## src/rtl/kvp_pkg.sv

```systemverilog
// Package for the key/value command parser: field structs, enums and sizing constants.
// Depends on nothing; imported by key_value_command_parser.
`timescale 1ns / 1ps
`default_nettype none

package kvp_pkg;

    localparam int MAX_CMDS  = 16;
    localparam int MSG_LIMIT = 255;

    localparam int ADDR_W = (MAX_CMDS > 1) ? $clog2(MAX_CMDS) : 1;
    localparam int CNT_W  = $clog2(MAX_CMDS + 1);
    localparam int KEPT_W = $clog2(MSG_LIMIT + 1);

    localparam int         ACC_W   = 20;
    localparam logic [19:0] ACC_SAT = 20'hFFFFF;
    localparam logic [19:0] ACC_MUL_LIMIT = 20'h19999;
    localparam logic [19:0] VALUE_MAX = 20'd65535;

    localparam logic [7:0] CH_SEMI  = 8'h3B;
    localparam logic [7:0] CH_COLON = 8'h3A;
    localparam logic [7:0] CH_PLUS  = 8'h2B;
    localparam logic [7:0] CH_MINUS = 8'h2D;
    localparam logic [7:0] CH_ZERO  = 8'h30;
    localparam logic [7:0] CH_NINE  = 8'h39;
    localparam logic [7:0] CH_NUL   = 8'h00;
    localparam logic [7:0] CH_E     = 8'h45;
    localparam logic [7:0] CH_S     = 8'h53;
    localparam logic [7:0] CH_C     = 8'h43;
    localparam logic [7:0] CH_G     = 8'h47;
    localparam logic [7:0] CH_T     = 8'h54;
    localparam logic [7:0] CH_B     = 8'h42;

    localparam logic [7:0] PIECE_MIN = 8'd3;
    localparam logic [7:0] PIECE_MAX = 8'd8;
    localparam logic [7:0] PIECE_SAT = 8'd255;

    typedef enum logic [2:0] {
        KIND_STATUS = 3'd0,
        KIND_ES     = 3'd1,
        KIND_CS     = 3'd2,
        KIND_CG     = 3'd3,
        KIND_T      = 3'd4,
        KIND_B      = 3'd5
    } cmd_kind_t;

    typedef enum logic [2:0] {
        PH_LEAD  = 3'd0,
        PH_KEY   = 3'd1,
        PH_MID   = 3'd2,
        PH_VALUE = 3'd3,
        PH_AFTER = 3'd4
    } parse_phase_t;

    typedef enum logic {
        ST_IDLE = 1'b0,
        ST_EMIT = 1'b1
    } ctrl_state_t;

    typedef struct packed {
        logic sign;
        logic neg;
        logic digit;
        logic bad;
    } value_flags_t;

    typedef struct packed {
        logic [7:0] char_in;
        logic       end_of_message;
    } kvp_in_t;

    typedef struct packed {
        logic [2:0]  cmd_kind;
        logic [15:0] cmd_value;
        logic        msg_status;
        logic [4:0]  cmd_count;
        logic        last_of_run;
    } kvp_out_t;

    typedef struct packed {
        logic [2:0]  kind;
        logic [15:0] value;
    } cmd_entry_t;

endpackage

`default_nettype wire

```

## src/rtl/key_value_command_parser.sv

```systemverilog
// Key/value command parser: per-character parsing with a synchronous command store.
// Depends on kvp_pkg.
//
//  channel  | signals                | handshake
//  ---------+------------------------+------------------------------------------
//  item     | item (kvp_in_t)        | taken when start is high and busy is low
//  result   | result (kvp_out_t)     | valid for the one cycle strobe is high
//
// One character is parsed in the cycle it is taken; busy stays low between characters.
// A character with end_of_message raises busy for the read-out: stored commands come
// from the store one per cycle (a registered read plus an output register), and a
// message with N emitted commands gives N + 1 results, the last being a status result.
// Reset clears all message state; the store itself is not cleared, and only entries
// below the emitted count reach the result. The receiver cannot stall the results.
`timescale 1ns / 1ps
`default_nettype none

module key_value_command_parser
    import kvp_pkg::*;
(
    input  wire logic     clk,
    input  wire logic     rst_n,
    input  wire logic     start,
    output logic          busy,
    input  wire kvp_in_t  item,
    output logic          strobe,
    output kvp_out_t      result
);

    // command store
    cmd_entry_t store_mem [MAX_CMDS];
    cmd_entry_t rd_data_reg;
    logic              wr_en;
    logic [ADDR_W-1:0] wr_addr;
    cmd_entry_t        wr_data;
    logic [ADDR_W-1:0] rd_addr;

    ctrl_state_t       state_reg, state_next;
    logic [CNT_W-1:0]  stored_count_reg, stored_count_next;
    logic [KEPT_W-1:0] chars_kept_reg, chars_kept_next;
    logic [7:0]        last_char_reg, last_char_next;
    logic              text_ended_reg, text_ended_next;
    logic [7:0]        piece_len_reg, piece_len_next;
    parse_phase_t      phase_reg, phase_next;
    logic [1:0]        key_n_reg, key_n_next;
    logic [7:0]        key_a_reg, key_a_next;
    logic [7:0]        key_b_reg, key_b_next;
    logic [ACC_W-1:0]  acc_reg, acc_next;
    value_flags_t      flags_reg, flags_next;

    logic [CNT_W-1:0]  emit_cnt_reg, emit_cnt_next;
    logic              emit_bad_reg, emit_bad_next;
    logic [CNT_W-1:0]  rd_idx_reg, rd_idx_next;
    logic              pend_reg, pend_next;
    logic              strobe_reg, strobe_next;
    kvp_out_t          result_reg, result_next;

    logic              take;
    logic [7:0]        ch;
    cmd_kind_t         key_kind;
    logic              piece_ok;
    logic [ACC_W-1:0]  step_acc;
    value_flags_t      step_flags;
    logic [23:0]       acc_prod;
    logic              is_digit;
    logic              is_ws;
    logic              msg_ok;

    assign take   = start && (state_reg == ST_IDLE);
    assign ch     = item.char_in;
    assign busy   = (state_reg != ST_IDLE);
    assign strobe = strobe_reg;
    assign result = result_reg;

    always_comb
    begin
        key_kind = KIND_STATUS;
        if (key_n_reg == 2'd2 && key_a_reg == CH_E && key_b_reg == CH_S)
            key_kind = KIND_ES;
        else if (key_n_reg == 2'd2 && key_a_reg == CH_C && key_b_reg == CH_S)
            key_kind = KIND_CS;
        else if (key_n_reg == 2'd2 && key_a_reg == CH_C && key_b_reg == CH_G)
            key_kind = KIND_CG;
        else if (key_n_reg == 2'd1 && key_a_reg == CH_T)
            key_kind = KIND_T;
        else if (key_n_reg == 2'd1 && key_a_reg == CH_B)
            key_kind = KIND_B;
    end

    assign piece_ok = (piece_len_reg >= PIECE_MIN) && (piece_len_reg <= PIECE_MAX) &&
                      (phase_reg == PH_VALUE || phase_reg == PH_AFTER) &&
                      (key_kind != KIND_STATUS) && !flags_reg.bad && flags_reg.digit;

    // one value character
    assign acc_prod = 24'(acc_reg) * 24'd10 + 24'(ch - CH_ZERO);
    assign is_digit = (ch >= CH_ZERO) && (ch <= CH_NINE);
    assign is_ws    = ch inside {8'h20, [8'h09:8'h0D]};

    always_comb
    begin
        step_acc   = acc_reg;
        step_flags = flags_reg;
        if (!flags_reg.bad)
        begin
            if (is_digit)
            begin
                if (acc_reg > ACC_MUL_LIMIT || acc_prod > 24'(ACC_SAT))
                    step_acc = ACC_SAT;
                else
                    step_acc = acc_prod[ACC_W-1:0];
                step_flags.digit = 1'b1;
            end
            else if (is_ws && !flags_reg.sign && !flags_reg.digit)
            begin
                step_flags = flags_reg;
            end
            else if ((ch == CH_PLUS || ch == CH_MINUS) && !flags_reg.sign && !flags_reg.digit)
            begin
                step_flags.sign = 1'b1;
                if (ch == CH_MINUS)
                    step_flags.neg = 1'b1;
            end
            else
            begin
                step_flags.bad = 1'b1;
            end
        end
    end

    always_comb
    begin
        state_next        = state_reg;
        stored_count_next = stored_count_reg;
        chars_kept_next   = chars_kept_reg;
        last_char_next    = last_char_reg;
        text_ended_next   = text_ended_reg;
        piece_len_next    = piece_len_reg;
        phase_next        = phase_reg;
        key_n_next        = key_n_reg;
        key_a_next        = key_a_reg;
        key_b_next        = key_b_reg;
        acc_next          = acc_reg;
        flags_next        = flags_reg;
        emit_cnt_next     = emit_cnt_reg;
        emit_bad_next     = emit_bad_reg;
        rd_idx_next       = rd_idx_reg;
        pend_next         = 1'b0;
        strobe_next       = 1'b0;
        result_next       = result_reg;
        wr_en             = 1'b0;
        wr_addr           = stored_count_reg[ADDR_W-1:0];
        wr_data.kind      = key_kind;
        wr_data.value     = (flags_reg.neg) ? 16'd0 :
                            (acc_reg > VALUE_MAX) ? 16'hFFFF : acc_reg[15:0];
        rd_addr           = rd_idx_reg[ADDR_W-1:0];
        msg_ok            = 1'b0;

        case (state_reg)
            ST_IDLE:
            begin
                if (take)
                begin
                    if (!text_ended_reg)
                    begin
                        if (ch == CH_NUL)
                        begin
                            text_ended_next = 1'b1;
                        end
                        else if (chars_kept_reg < KEPT_W'(MSG_LIMIT))
                        begin
                            chars_kept_next = chars_kept_reg + KEPT_W'(1);
                            last_char_next  = ch;
                            if (ch == CH_SEMI)
                            begin
                                if (piece_len_reg != 8'd0)
                                begin
                                    if (piece_ok && stored_count_reg < CNT_W'(MAX_CMDS))
                                    begin
                                        wr_en             = 1'b1;
                                        stored_count_next = stored_count_reg + CNT_W'(1);
                                    end
                                    piece_len_next = 8'd0;
                                    phase_next     = PH_LEAD;
                                    key_n_next     = 2'd0;
                                    key_a_next     = 8'd0;
                                    key_b_next     = 8'd0;
                                    acc_next       = '0;
                                    flags_next     = '0;
                                end
                            end
                            else
                            begin
                                if (piece_len_reg != PIECE_SAT)
                                    piece_len_next = piece_len_reg + 8'd1;
                                if (ch == CH_COLON)
                                begin
                                    if (phase_reg == PH_KEY)
                                        phase_next = PH_MID;
                                    else if (phase_reg == PH_VALUE)
                                        phase_next = PH_AFTER;
                                end
                                else
                                begin
                                    case (phase_reg)
                                        PH_LEAD, PH_KEY:
                                        begin
                                            phase_next = PH_KEY;
                                            // keep two characters, count saturates at three
                                            if (key_n_reg == 2'd0)
                                            begin
                                                key_n_next = 2'd1;
                                                key_a_next = ch;
                                                key_b_next = 8'd0;
                                            end
                                            else if (key_n_reg == 2'd1)
                                            begin
                                                key_n_next = 2'd2;
                                                key_b_next = ch;
                                            end
                                            else
                                            begin
                                                key_n_next = 2'd3;
                                            end
                                        end
                                        PH_MID, PH_VALUE:
                                        begin
                                            phase_next = PH_VALUE;
                                            acc_next   = step_acc;
                                            flags_next = step_flags;
                                        end
                                        default:
                                        begin
                                            phase_next = phase_reg;
                                        end
                                    endcase
                                end
                            end
                        end
                    end

                    if (item.end_of_message)
                    begin
                        msg_ok        = (chars_kept_next != '0) && (last_char_next == CH_SEMI);
                        emit_cnt_next = msg_ok ? stored_count_next : '0;
                        emit_bad_next = !msg_ok;
                        rd_idx_next   = '0;
                        state_next    = ST_EMIT;
                        // drop the message state
                        stored_count_next = '0;
                        chars_kept_next   = '0;
                        last_char_next    = 8'd0;
                        text_ended_next   = 1'b0;
                        piece_len_next    = 8'd0;
                        phase_next        = PH_LEAD;
                        key_n_next        = 2'd0;
                        key_a_next        = 8'd0;
                        key_b_next        = 8'd0;
                        acc_next          = '0;
                        flags_next        = '0;
                    end
                end
            end

            ST_EMIT:
            begin
                if (rd_idx_reg < emit_cnt_reg)
                begin
                    rd_idx_next = rd_idx_reg + CNT_W'(1);
                    pend_next   = 1'b1;
                end
                if (pend_reg)
                begin
                    strobe_next             = 1'b1;
                    result_next.cmd_kind    = rd_data_reg.kind;
                    result_next.cmd_value   = rd_data_reg.value;
                    result_next.msg_status  = 1'b0;
                    result_next.cmd_count   = 5'(emit_cnt_reg);
                    result_next.last_of_run = 1'b0;
                end
                else if (rd_idx_reg == emit_cnt_reg)
                begin
                    strobe_next             = 1'b1;
                    result_next.cmd_kind    = KIND_STATUS;
                    result_next.cmd_value   = 16'd0;
                    result_next.msg_status  = emit_bad_reg;
                    result_next.cmd_count   = 5'(emit_cnt_reg);
                    result_next.last_of_run = 1'b1;
                    state_next              = ST_IDLE;
                end
            end

            default:
            begin
                state_next = ST_IDLE;
            end
        endcase
    end

    always_ff @(posedge clk)
    begin
        if (wr_en)
            store_mem[wr_addr] <= wr_data;
        rd_data_reg <= store_mem[rd_addr];
    end

    always_ff @(posedge clk)
    begin
        result_reg <= result_next;
    end

    always_ff @(posedge clk or negedge rst_n)
    begin
        if (!rst_n)
        begin
            state_reg        <= ST_IDLE;
            stored_count_reg <= '0;
            chars_kept_reg   <= '0;
            last_char_reg    <= 8'd0;
            text_ended_reg   <= 1'b0;
            piece_len_reg    <= 8'd0;
            phase_reg        <= PH_LEAD;
            key_n_reg        <= 2'd0;
            key_a_reg        <= 8'd0;
            key_b_reg        <= 8'd0;
            acc_reg          <= '0;
            flags_reg        <= '0;
            emit_cnt_reg     <= '0;
            emit_bad_reg     <= 1'b0;
            rd_idx_reg       <= '0;
            pend_reg         <= 1'b0;
            strobe_reg       <= 1'b0;
        end
        else
        begin
            state_reg        <= state_next;
            stored_count_reg <= stored_count_next;
            chars_kept_reg   <= chars_kept_next;
            last_char_reg    <= last_char_next;
            text_ended_reg   <= text_ended_next;
            piece_len_reg    <= piece_len_next;
            phase_reg        <= phase_next;
            key_n_reg        <= key_n_next;
            key_a_reg        <= key_a_next;
            key_b_reg        <= key_b_next;
            acc_reg          <= acc_next;
            flags_reg        <= flags_next;
            emit_cnt_reg     <= emit_cnt_next;
            emit_bad_reg     <= emit_bad_next;
            rd_idx_reg       <= rd_idx_next;
            pend_reg         <= pend_next;
            strobe_reg       <= strobe_next;
        end
    end

endmodule

`default_nettype wire
```

## config.mk

```make
export PLATFORM = sky130hd
export DESIGN_NAME = key_value_command_parser
export DESIGN_NICKNAME = d
export VERILOG_FILES = /design/src/rtl/kvp_pkg.sv /design/src/rtl/key_value_command_parser.sv
export SDC_FILE = /design/constraint.sdc
export NUM_CORES = 1
export LEC_CHECK = 0
export ABC_CLOCK_PERIOD_IN_PS = 6200
export BUFFER_PORTS_ARGS = -buffer_cell sky130_fd_sc_hd__buf_2
export CORE_ASPECT_RATIO = 1.1
export CORE_MARGIN = 2
export CORE_UTILIZATION = 45
export CTS_CLUSTER_SIZE = 8
export DETAILED_ROUTE_END_ITERATION = 16
export GPL_TIMING_DRIVEN = 0
export PLACE_DENSITY = 0.66
export SLEW_MARGIN = 20
export SYNTH_ARGS = -nofsm -noshare
export SYNTH_HDL_FRONTEND = slang
export SYNTH_SLANG_ARGS = --single-unit
```

## constraint.sdc

```tcl
create_clock -name clk -period 6.2 [get_ports clk]
set_input_delay 0.62 -clock clk [delete_from_list [all_inputs] [get_ports clk]]
set_output_delay 0.62 -clock clk [all_outputs]
set_load 0.01 [all_outputs]
```

==> results.md <==
- The overall die height is 226 um.
- The worst setup path is captured at a register.
- The number of nets in the synthesized netlist is 1495.
- Buffers inserted during clock tree synthesis total 60.
- The post-synthesis async set-or-reset flop share is 20.3%.
- On the final layout, the worst clock skew is 18.7 ps.
- Measured in cells, the most critical reg-to-reg path has a length of 21.
- The diode insertion count for antenna repair is 0.
- At the pin with the least slew margin, the transition time is 1130 ps.
- In the final layout, flip-flops and latches occupy 12500 sq um.
- The first global-routing pass estimated 71100 um of wire.
- The slowest stage of the critical path is the sky130_fd_sc_hd__a2111oi_2 cell.
- The number of flip-flops and latches in the synthesized netlist is 438.
- The mux contribution to synthesized area is 11.2%.
- In this run the worst hold path is classified as in2reg.
- The main flop type after synthesis is sky130_fd_sc_hd__edfxtp_1.
- The clock latency of the later-clocked register in the worst-skew pair is 610 ps.
- The total overflow left after global routing is 0.
- The number of warnings reported in the yosys synthesis log is 0.
- After clock tree synthesis, the clock-pin slew on the worst setup and hold paths is 50 ps.
- The remaining design rule violation count is 0.
- In the final layout, the multi-input gates occupy 7270 sq um.
- IR analysis of the VDD net gives a maximum drop of 0.219 mV.
- Clock tree synthesis found a total of 438 sinks.
- After detailed routing, the average wire length per cell comes to 21.5 um.
- The final cell area excluding filler cells is 23000 sq um.
- The clock tree from TritonCTS is built.
- The biggest fanout along the worst timing path is 10.
- The quantity of gates resized following cts is 0.
- The post-synthesis cell type count is 81.
- In the final layout, the share of cells above drive strength 1 is 17.4%.
- Net switching is 36.2% of the power.
- Port buffering added 37 buffers.
- The proportion of power drawn by the clock network is 25.4%.
- The average vias per placed instance is 5.75.
- After synthesis, the largest family of logic cells by area is multiplexers.
- The run finished with clean final reports.
- The category of the most critical setup path is reg2reg.
- The placement-stage worst setup slack is 509 ps.
- After the first detailed-routing iteration, the DRC count stood at 1084.
- The maximum number of pins on one net before global-route repair is 50.
- Max-cap violations in this run came to 0.
- The site row count is 81.
- The number of buffers inserted by post-CTS setup repair is 0.
- The cell area after synthesis is 20200 sq um.
- Detailed placement ended at an HPWL of 29600 um.
- The required time of the critical path is 6650 ps.
- The simple-gate share of the synthesized area is 8.97%.
- The share of synthesized area occupied by flip-flops and latches is 62.0%.
- The clock period minus final worst setup slack is 5690 ps.
- Relative to the synthesized area, the layout overhead comes to 13.8%.
- The analysis attributes to cell leakage a power of 0.00831 uW.
- The number of global-route vias before repair is 12.3k.
- Measured against its own limit, the worst slew margin works out to 24.1%.
- In the final design database the tool counted 1599 nets.
- The final setup violation count is 0.
- The number of pins exceeding their max-slew limit in the final report is 0.
- The routed layout has 12.3k vias.
- The core region is 44400 sq um.
- The count of nets left with antenna violations once routing finished came out at 0.
- The initial antenna violation count is 0.
- The signal on the critical path passes through ha_1, ha_1, fa_1, a21o_1, a21oi_1, o21ai_1, a21oi_2, o221ai_2, a2111oi_2, or4_1, nand3_1, ha_1, a21oi_1, o21ai_1, or3_1, o21ai_0, a41oi_1, a211oi_2, nor4b_2, buf_4, a31oi_1.
- The xor/xnor share of the synthesized area is 1.95%.
- The net switching power is 4300 uW.
- The initial core utilization is 45.5%.
- In this run the deepest clock path goes through 3 buffers.
- The critical path's largest stage delay is 540 ps.
- The minimum setup slack in the final design is 506 ps.
- The critical path launch point type is a register.
- The register share of total power is 34.4%.
- Each instance of the synthesized netlist takes up on average 14.4 sq um.
- Summed over all failing endpoints, the final setup total negative slack is 0 ps.
- The total placed instance area is 21200 sq um.
- In this run the number of H-tree levels came out at 2.
- The routability congestion estimate from global placement is 0.865.
- Data arrives at the worst endpoint at 6150 ps.
- The die width is 206 um.
- The cell chosen for the clock root is sky130_fd_sc_hd__clkbuf_16.
- The number of optimization iterations in the first detailed-route pass is 5.
- The total power divided by cell area is 517 nW/um^2.
- The register with the most flip-flops in the layout has 304 of them.
- The combinational cell fraction of total power is 40.2%.
- The library cells used most frequently in the layout, excluding fill and tap cells, are sky130_fd_sc_hd__edfxtp_1 (330), sky130_fd_sc_hd__mux4_2 (95), sky130_fd_sc_hd__nor2_1 (92), sky130_fd_sc_hd__dfrtp_1 (89), sky130_fd_sc_hd__nand2_1 (83).
- The all-layer global routing usage is 20.3%.
- The die covers 46500 sq um.
- Of the available clock period, the critical path in the final layout requires 91.8%.
- Based on the critical path, the design can be clocked at up to 176 MHz.
- Setup repair after global routing left no endpoint under its margin.
- The number of instances in the synthesized netlist is 1403.
- Counting flops with a built-in enable in the synthesized netlist gives 330.
- The synthesized netlist devotes 8.65% of its cell area to compound gates.
- In this design, the critical path's most frequently occurring cell is sky130_fd_sc_hd__ha_1.
- During I/O placement, the number of pins put on the boundary was 40.
- Wires add up to 45800 um.
- Leaving out fill and tap cells, the most frequent cell in the layout is sky130_fd_sc_hd__edfxtp_1.
- After filler insertion, the fill cell instance count of the layout stands at 3709.
- After Yosys synthesis, full adders, half adders and majority gates account for 5.04% of the synthesized area.
- The count of final hold-check violations is 0.
- The worst hold path stage count is 3.
- Cell internal power was estimated by the tool at 7570 uW.
## cell type report
class / instances / share of cell area (%)
Buffer: 66 / 1.25
Timing Repair Buffer: 42 / 1.26
Clock inverter: 1 / 0.0872
Tap cell: 581 / 3.17
Multi-Input combinational cell: 857 / 31.6
Sequential cell: 438 / 54.5
Inverter: 42 / 0.686
Clock buffer: 104 / 7.39
## stage by stage
step | utilization, % | instances | hold slack [ps] | power, uW
CTS | 51.7 | 2131 | 325 | 11900
finish | 51.7 | 2131 | 366 | 11900
detailed placement | 47.8 | 2025 | 435 | 8900
floorplan | - | 1403 | 324 | 7650
global route | 51.7 | 2131 | 357 | 12600
global placement | 47.5 | 2021 | 429 | 8750
## per-layer routing
metal	track usage (%)	share of wire, %	vias to the layer above
met4	5.83	2.2	0
met3	3.26	4.8	80
li1	-	-	5650
met1	26.4	42	6182
met2	35.2	51	344
met5	0	0	-
## critical path: cells and delay by family, from the launching register on
family	cells	cell delay, ps
AO/OA/AOI/OAI	12	2420
adder cells (fa/ha/maj)	4	1330
AND/OR/NAND/NOR	4	1030
flip-flops	1	490
buffers and inverters	1	250
## power by group through the flow
stage | combinational (uW) | sequential [uW] | clock, uW
6_report | 4770 | 4090 | 3010
5_1_grt | 5330 | 4130 | 3170
4_1_cts | 4780 | 4090 | 3050
3_5_place_dp | 4760 | 4140 | 0
3_3_place_gp | 4610 | 4140 | 0
2_1_floorplan | 3560 | 4090 | 0
## timing repair
action | 4_1_cts | 5_1_grt
endpoints found under the hold margin | 40 | 0
endpoints found under the setup margin | 0 | 0
hold buffers | 1 | 0
## logic make-up (layout without fill, tap and decap cells)
logic type      after synthesis  count (layout)
xor+xnor                     45              45
simple gates                354             354
mux                         106             106
buf+inv                     108             255
compound gates              272             272
fa+ha+maj                    80              80
flops                       438             438
## path summary, 6_finish.rpt
path | slack [ps] | start | end
max | 510 | acc_reg[1]$_DFFE_PN0P_ | acc_reg[5]$_DFFE_PN0P_
min | 370 | item[1] | key_b_reg[0]$_DFFE_PN0P_
max reg2reg | 510 | acc_reg[1]$_DFFE_PN0P_ | acc_reg[5]$_DFFE_PN0P_
min reg2reg | 450 | emit_cnt_reg[4]$_DFFE_PN0P_ | result[5]$_DFFE_PP_
max in group asynchronous | 5100 | rst_n | acc_reg[0]$_DFFE_PN0P_
min in group asynchronous | 500 | rst_n | stored_count_reg[1]$_DFFE_PN0P_
## cells in the mapped netlist (22+ instances only)
cell,n,share of area (%)
sky130_fd_sc_hd__and2_1,37,1.1
sky130_fd_sc_hd__ha_1,78,4.8
sky130_fd_sc_hd__nor2_1,94,1.7
sky130_fd_sc_hd__edfxtp_1,330,49
sky130_fd_sc_hd__clkbuf_1,39,0.73
sky130_fd_sc_hd__nand2_1,83,1.5
sky130_fd_sc_hd__a21o_1,22,0.82
sky130_fd_sc_hd__xnor2_1,28,1.2
sky130_fd_sc_hd__dfrtp_1,89,11
sky130_fd_sc_hd__a21oi_1,75,1.9
sky130_fd_sc_hd__a31oi_1,29,0.90
sky130_fd_sc_hd__o21ai_0,56,1.4
sky130_fd_sc_hd__nand3_1,38,0.94
sky130_fd_sc_hd__mux4_2,95,11
sky130_fd_sc_hd__inv_1,42,0.78
Power figures use the tool's default switching activity.
